[src/hdl/dtpw_pkg.sv]
// ---------------------------------------------------------------------------
// Depth-tested pixel writer: shared definitions
// Screen limits, field widths, command and status codes, item and pixel types.
// ---------------------------------------------------------------------------
package dtpw_pkg;

  localparam int MAX_WIDTH  = 256;
  localparam int MAX_HEIGHT = 256;
  localparam int PIXELS     = MAX_WIDTH * MAX_HEIGHT;
  localparam int ADDR_W     = $clog2(PIXELS);

  localparam int CFG_W   = 9;
  localparam int POS_W   = 16;
  localparam int DEPTH_W = 32;
  localparam int COL_W   = 8;
  localparam int CMD_W   = 2;
  localparam int STAT_W  = 3;

  localparam logic [CFG_W-1:0] CFG_RESET = 9'd256;

  // Register indexes on the configuration port.
  localparam logic REG_WIDTH  = 1'b0;
  localparam logic REG_HEIGHT = 1'b1;

  // Commands.
  localparam logic [CMD_W-1:0] CMD_WRITE = 2'd0;
  localparam logic [CMD_W-1:0] CMD_CLEAR = 2'd1;
  localparam logic [CMD_W-1:0] CMD_READ  = 2'd2;

  // Result status codes.
  localparam logic [STAT_W-1:0] STAT_WRITTEN = 3'd0;
  localparam logic [STAT_W-1:0] STAT_OUTSIDE = 3'd1;
  localparam logic [STAT_W-1:0] STAT_DEPTH   = 3'd2;
  localparam logic [STAT_W-1:0] STAT_CLEARED = 3'd3;
  localparam logic [STAT_W-1:0] STAT_READ    = 3'd4;

  typedef struct packed {
    logic [CMD_W-1:0]          cmd;
    logic signed [POS_W-1:0]   pos_x;
    logic signed [POS_W-1:0]   pos_y;
    logic signed [DEPTH_W-1:0] depth_in;
    logic [COL_W-1:0]          red_in;
    logic [COL_W-1:0]          green_in;
    logic [COL_W-1:0]          blue_in;
    logic [COL_W-1:0]          alpha_in;
  } in_item_t;

  typedef struct packed {
    logic [STAT_W-1:0]         status;
    logic [COL_W-1:0]          red_out;
    logic [COL_W-1:0]          green_out;
    logic [COL_W-1:0]          blue_out;
    logic [COL_W-1:0]          alpha_out;
    logic signed [DEPTH_W-1:0] depth_out;
    logic                      depth_empty;
  } out_item_t;

  // One stored pixel: empty flag, colour and depth in a single RAM word.
  typedef struct packed {
    logic                      empty;
    logic [COL_W-1:0]          alpha;
    logic [COL_W-1:0]          blue;
    logic [COL_W-1:0]          green;
    logic [COL_W-1:0]          red;
    logic signed [DEPTH_W-1:0] depth;
  } pix_t;

  typedef struct packed {
    logic              on_screen;
    logic [ADDR_W-1:0] idx;
  } addr_info_t;

endpackage

[src/hdl/dtpw_addr_gen.sv]
// ---------------------------------------------------------------------------
// Depth-tested pixel writer: address generator
// Clamps the screen size, checks bounds and forms the row-major pixel index.
// ---------------------------------------------------------------------------
module dtpw_addr_gen (
  input  logic [dtpw_pkg::CFG_W-1:0]        width_cfg,
  input  logic [dtpw_pkg::CFG_W-1:0]        height_cfg,
  input  logic signed [dtpw_pkg::POS_W-1:0] pos_x,
  input  logic signed [dtpw_pkg::POS_W-1:0] pos_y,
  output dtpw_pkg::addr_info_t              info
);

  localparam int PROD_W = dtpw_pkg::POS_W + dtpw_pkg::CFG_W;

  logic [dtpw_pkg::CFG_W-1:0] w_eff;
  logic [dtpw_pkg::CFG_W-1:0] h_eff;
  logic [PROD_W-1:0]          row_base;
  logic [PROD_W-1:0]          pix_sum;

  // A size of zero acts as one; anything above the maximum acts as the maximum.
  always_comb begin
    if (width_cfg == '0) begin
      w_eff = dtpw_pkg::CFG_W'(1);
    end else if (32'(width_cfg) > 32'(dtpw_pkg::MAX_WIDTH)) begin
      w_eff = dtpw_pkg::CFG_W'(dtpw_pkg::MAX_WIDTH);
    end else begin
      w_eff = width_cfg;
    end
    if (height_cfg == '0) begin
      h_eff = dtpw_pkg::CFG_W'(1);
    end else if (32'(height_cfg) > 32'(dtpw_pkg::MAX_HEIGHT)) begin
      h_eff = dtpw_pkg::CFG_W'(dtpw_pkg::MAX_HEIGHT);
    end else begin
      h_eff = height_cfg;
    end
  end

  assign row_base = PROD_W'($unsigned(pos_y)) * PROD_W'(w_eff);
  assign pix_sum  = row_base + PROD_W'($unsigned(pos_x));

  assign info.on_screen = !pos_x[dtpw_pkg::POS_W-1] && !pos_y[dtpw_pkg::POS_W-1]
                          && ($unsigned(pos_x) < dtpw_pkg::POS_W'(w_eff))
                          && ($unsigned(pos_y) < dtpw_pkg::POS_W'(h_eff));
  assign info.idx       = pix_sum[dtpw_pkg::ADDR_W-1:0];

endmodule

[config.mk]
export PLATFORM = sky130hd
export DESIGN_NAME = dtpw_addr_gen
export DESIGN_NICKNAME = d
export VERILOG_FILES = /design/src/hdl/dtpw_pkg.sv /design/src/hdl/dtpw_addr_gen.sv
export SDC_FILE = /design/constraint.sdc
export NUM_CORES = 1
export LEC_CHECK = 0
export ABC_AREA = 1
export BUFFER_PORTS_ARGS = -buffer_cell sky130_fd_sc_hd__buf_2
export CORE_ASPECT_RATIO = 1.5
export CORE_MARGIN = 2
export CORE_UTILIZATION = 32
export DETAILED_ROUTE_END_ITERATION = 8
export PLACE_DENSITY_LB_ADDON = 0.05
export SYNTH_ARGS = -nofsm -noshare
export SYNTH_HDL_FRONTEND = slang
export SYNTH_SLANG_ARGS = --single-unit
[constraint.sdc]
create_clock -name vclk -period 10
set_clock_uncertainty 0.05 [all_clocks]
set_input_delay 2 -clock vclk [all_inputs]
set_output_delay 2 -clock vclk [all_outputs]
set_load 0.02 [all_outputs]
==> results.md <==
- Vias in the first global route: 4047
- Grt total ovfl: 0
- Worst path slowest cell: fa_1
- Layout cells sized above 1: 12.2%
- RSZ-0062 raised after global routing: no
- PwrDens: 187 nW/um2
- Busiest layer in global routing: met2
- Syn_area_per_cell: approximately 7 um2
- Delay-heaviest family, CP: adder cells
- Post-CTS Setup Inserts: 0
- Max rail drop VDD: 0.134 mV
- Crit Path Max Fanout: 12
- Min-delay worst type: in -> out
- Leading cell type in the layout, fill and taps excluded: nand2_1
- Yosys top cell area share: 37.9%
- First-pass GRT wire length: 20.8 mm
- Number of vias in the routed layout: 3789
- Post-Synth Simple-Gate Area: 25.9%
- Maxcap violations: 0
- FF+latch count: 0
- Die Span Y: 143 um
- Detailed placer's ending HPWL: approximately 12 mm
- Detailed-router iteration count before antenna repair: 4
- # rows: 50
- Non-filler cells, final: a little over 800
- Max stage delay on crit path: 0.56 ns
- CP startpoint kind: primary input
- Crit path depth: 24
- Antenna Violating Nets Remaining: 0
- Fmax: 106 MHz
- Ant. Diodes: 0
- Met3 Track Usage GR: 0.489%
- Worst Hold End: info[0]
- Mux share of post-synthesis cell area: 0%
- Final-layout clock buffer total: 0
- GRT Total Usage: 19.3%
- Buf/Inv on CP: 7
- Cell variety after synth: 29
- Sw frac: 63.3%
- DR vias/cell: about 4.7
- Post-route DRC: 0
- Setup TNS: 0 ns
- Clk pwr share: 0%
- Post-Syn Area: 4120 um2
- Status: finished clean
- Highest-count cells in the layout ignoring fill and taps: nand2_1, inv_1, fa_1, buf_2, nor2_1
- Combinational family with the most area after synthesis: adder cells
- CTS hold repair buffers: 0
- Cell accounting for the most synthesized area: fa_1
- Die footprint: between 10000 and 15000 um2
- P_int: 0.319 mW
- Routed wire length: 12.9 mm
- Post-synthesis compound-gate area fraction: 4.22%
- Sequential-to-total area share from yosys stat: 0%
- Seq pwr share: 0%
- GP Congestion: slightly below 0.9
- Met1 track demand over resource: between 20% and 30%
- Post-Syn Instances: 591
- Min-Delay Path Depth: 3
- Met2 Use GR: 41.5%
- CP endpoint kind: output port
- Syn. warnings: 0
- Final Cycle Share: 94.0%
- Crit path DAT: around 7.4 ns
- Xor/xnor share of the synthesized area: 3.19%
- Initial Utilization: 32.9%
- Slew headroom: 67.3%
- Min cycle time layout: roughly 9.4 ns
- Die Width: 96.7 um
- Transition time of the tightest slew-check pin: 0.490 ns
- Cell leakage power: 2.79 nW
- Initial DRC count: about 130
- Final nets: 833
- Net Count, Synth: around 770
- IO buf count: 67
- Endpoints failing setup: 0
- Ports: 67
- Core area: 12500 um2
- Switching power: 0.550 mW
- P&R area growth vs syn: 13.0%
- Crit Path Category: in -> out
- Antenna violations before repair: 0
- Final Hold Fails: 0
- WL/cell: approximately 16 um
- Dpl cells: 812
- Seq. cell area: 0 um2
- Worst hold margin: 4.34 ns
- Share of total power in combinational logic: 100.0%
- Adder-cell share of the synthesized area: 52.1%
- Critical path cell sequence: buf_2, inv_1, nand3_1, o21ai_2, nand2_1, inv_1, nand2_1, fa_1, inv_1, fa_1, fa_1, fa_1, inv_1, fa_1, inv_1, ha_1, a21oi_1, o21ai_0, nand2_1, o211a_1, o21a_1, nand3_1, nand2_1, buf_2
- Worst Path Required: 7.95 ns
- Cts repair resizes: 0
- Launch point of the worst hold path: pos_x[0]
- Final Max Tran Viols: 0
- Top post-synthesis cells by area: fa_1, nand2_1, ha_1
- Largest net degree at the start of global routing: 17
[metrics by stage]
stage	utilization (%)	total power [mW]	worst slack (ns)	instance area, um2
6_report	37.2	0.869	0.598	4660
5_1_grt	37.2	0.979	0.121	4660
4_1_cts	37.2	0.887	0.556	4660
3_5_place_dp	37.2	0.884	0.559	4660
3_3_place_gp	37.2	0.882	0.622	4660
2_1_floorplan	-	0.627	1.02	4120
[final cells by class]
cell class / instances / area (um2)
inverter: 152 / 573
timing repair buffer: 71 / 365
multi-input combinational: 433 / 3520
fill: 1440 / 7860
tap: 156 / 195
[layer usage]
metal / up-vias / part of all wire, %
met5: - / 0
met4: 0 / 1.5
met3: 12 / 3.0
met2: 83 / 60
met1: 1826 / 36
li1: 1868 / -
[kinds of logic after synthesis]
logic type | count (synthesis)
XOR/XNOR | 15
buffers and inverters | 158
AO/OA/AOI/OAI | 30
AND/OR/NAND/NOR | 263
adder cells (fa/ha/maj) | 125
[cell usage after synthesis, drive strengths merged]
cell type and count:
o21ai 6, clkinv 1, nand3b 3, inv 151
xnor2 3, o21a 1, nor2 65, clkbuf 4
a31oi 2, xor2 12, nand4 3, o211a 1
buf 2, and3 1, ha 47, nand3 24
a211oi 2, a21oi 16, fa 78, nand2 165
a21o 2, nor4 2
[power by group through the flow]
| stage | clock, mW | combinational [mW] | sequential, mW |
|---|---|---|---|
| after floorplan | 0 | 0.627 | 0 |
| after global placement | 0 | 0.882 | 0 |
| after detailed placement | 0 | 0.884 | 0 |
| after CTS | 0 | 0.887 | 0 |
| after global routing | 0 | 0.979 | 0 |
| final | 0 | 0.869 | 0 |
[worst max path at each step]
stage | from | end | slack (ns)
floorplan | width_cfg[5] | info[14] | 1.02
global placement | width_cfg[1] | info[15] | 0.62
detailed placement | width_cfg[6] | info[14] | 0.56
CTS | width_cfg[6] | info[14] | 0.56
global route | width_cfg[5] | info[14] | 0.12
finish | width_cfg[6] | info[15] | 0.60
Power figures use the tool's default switching activity.
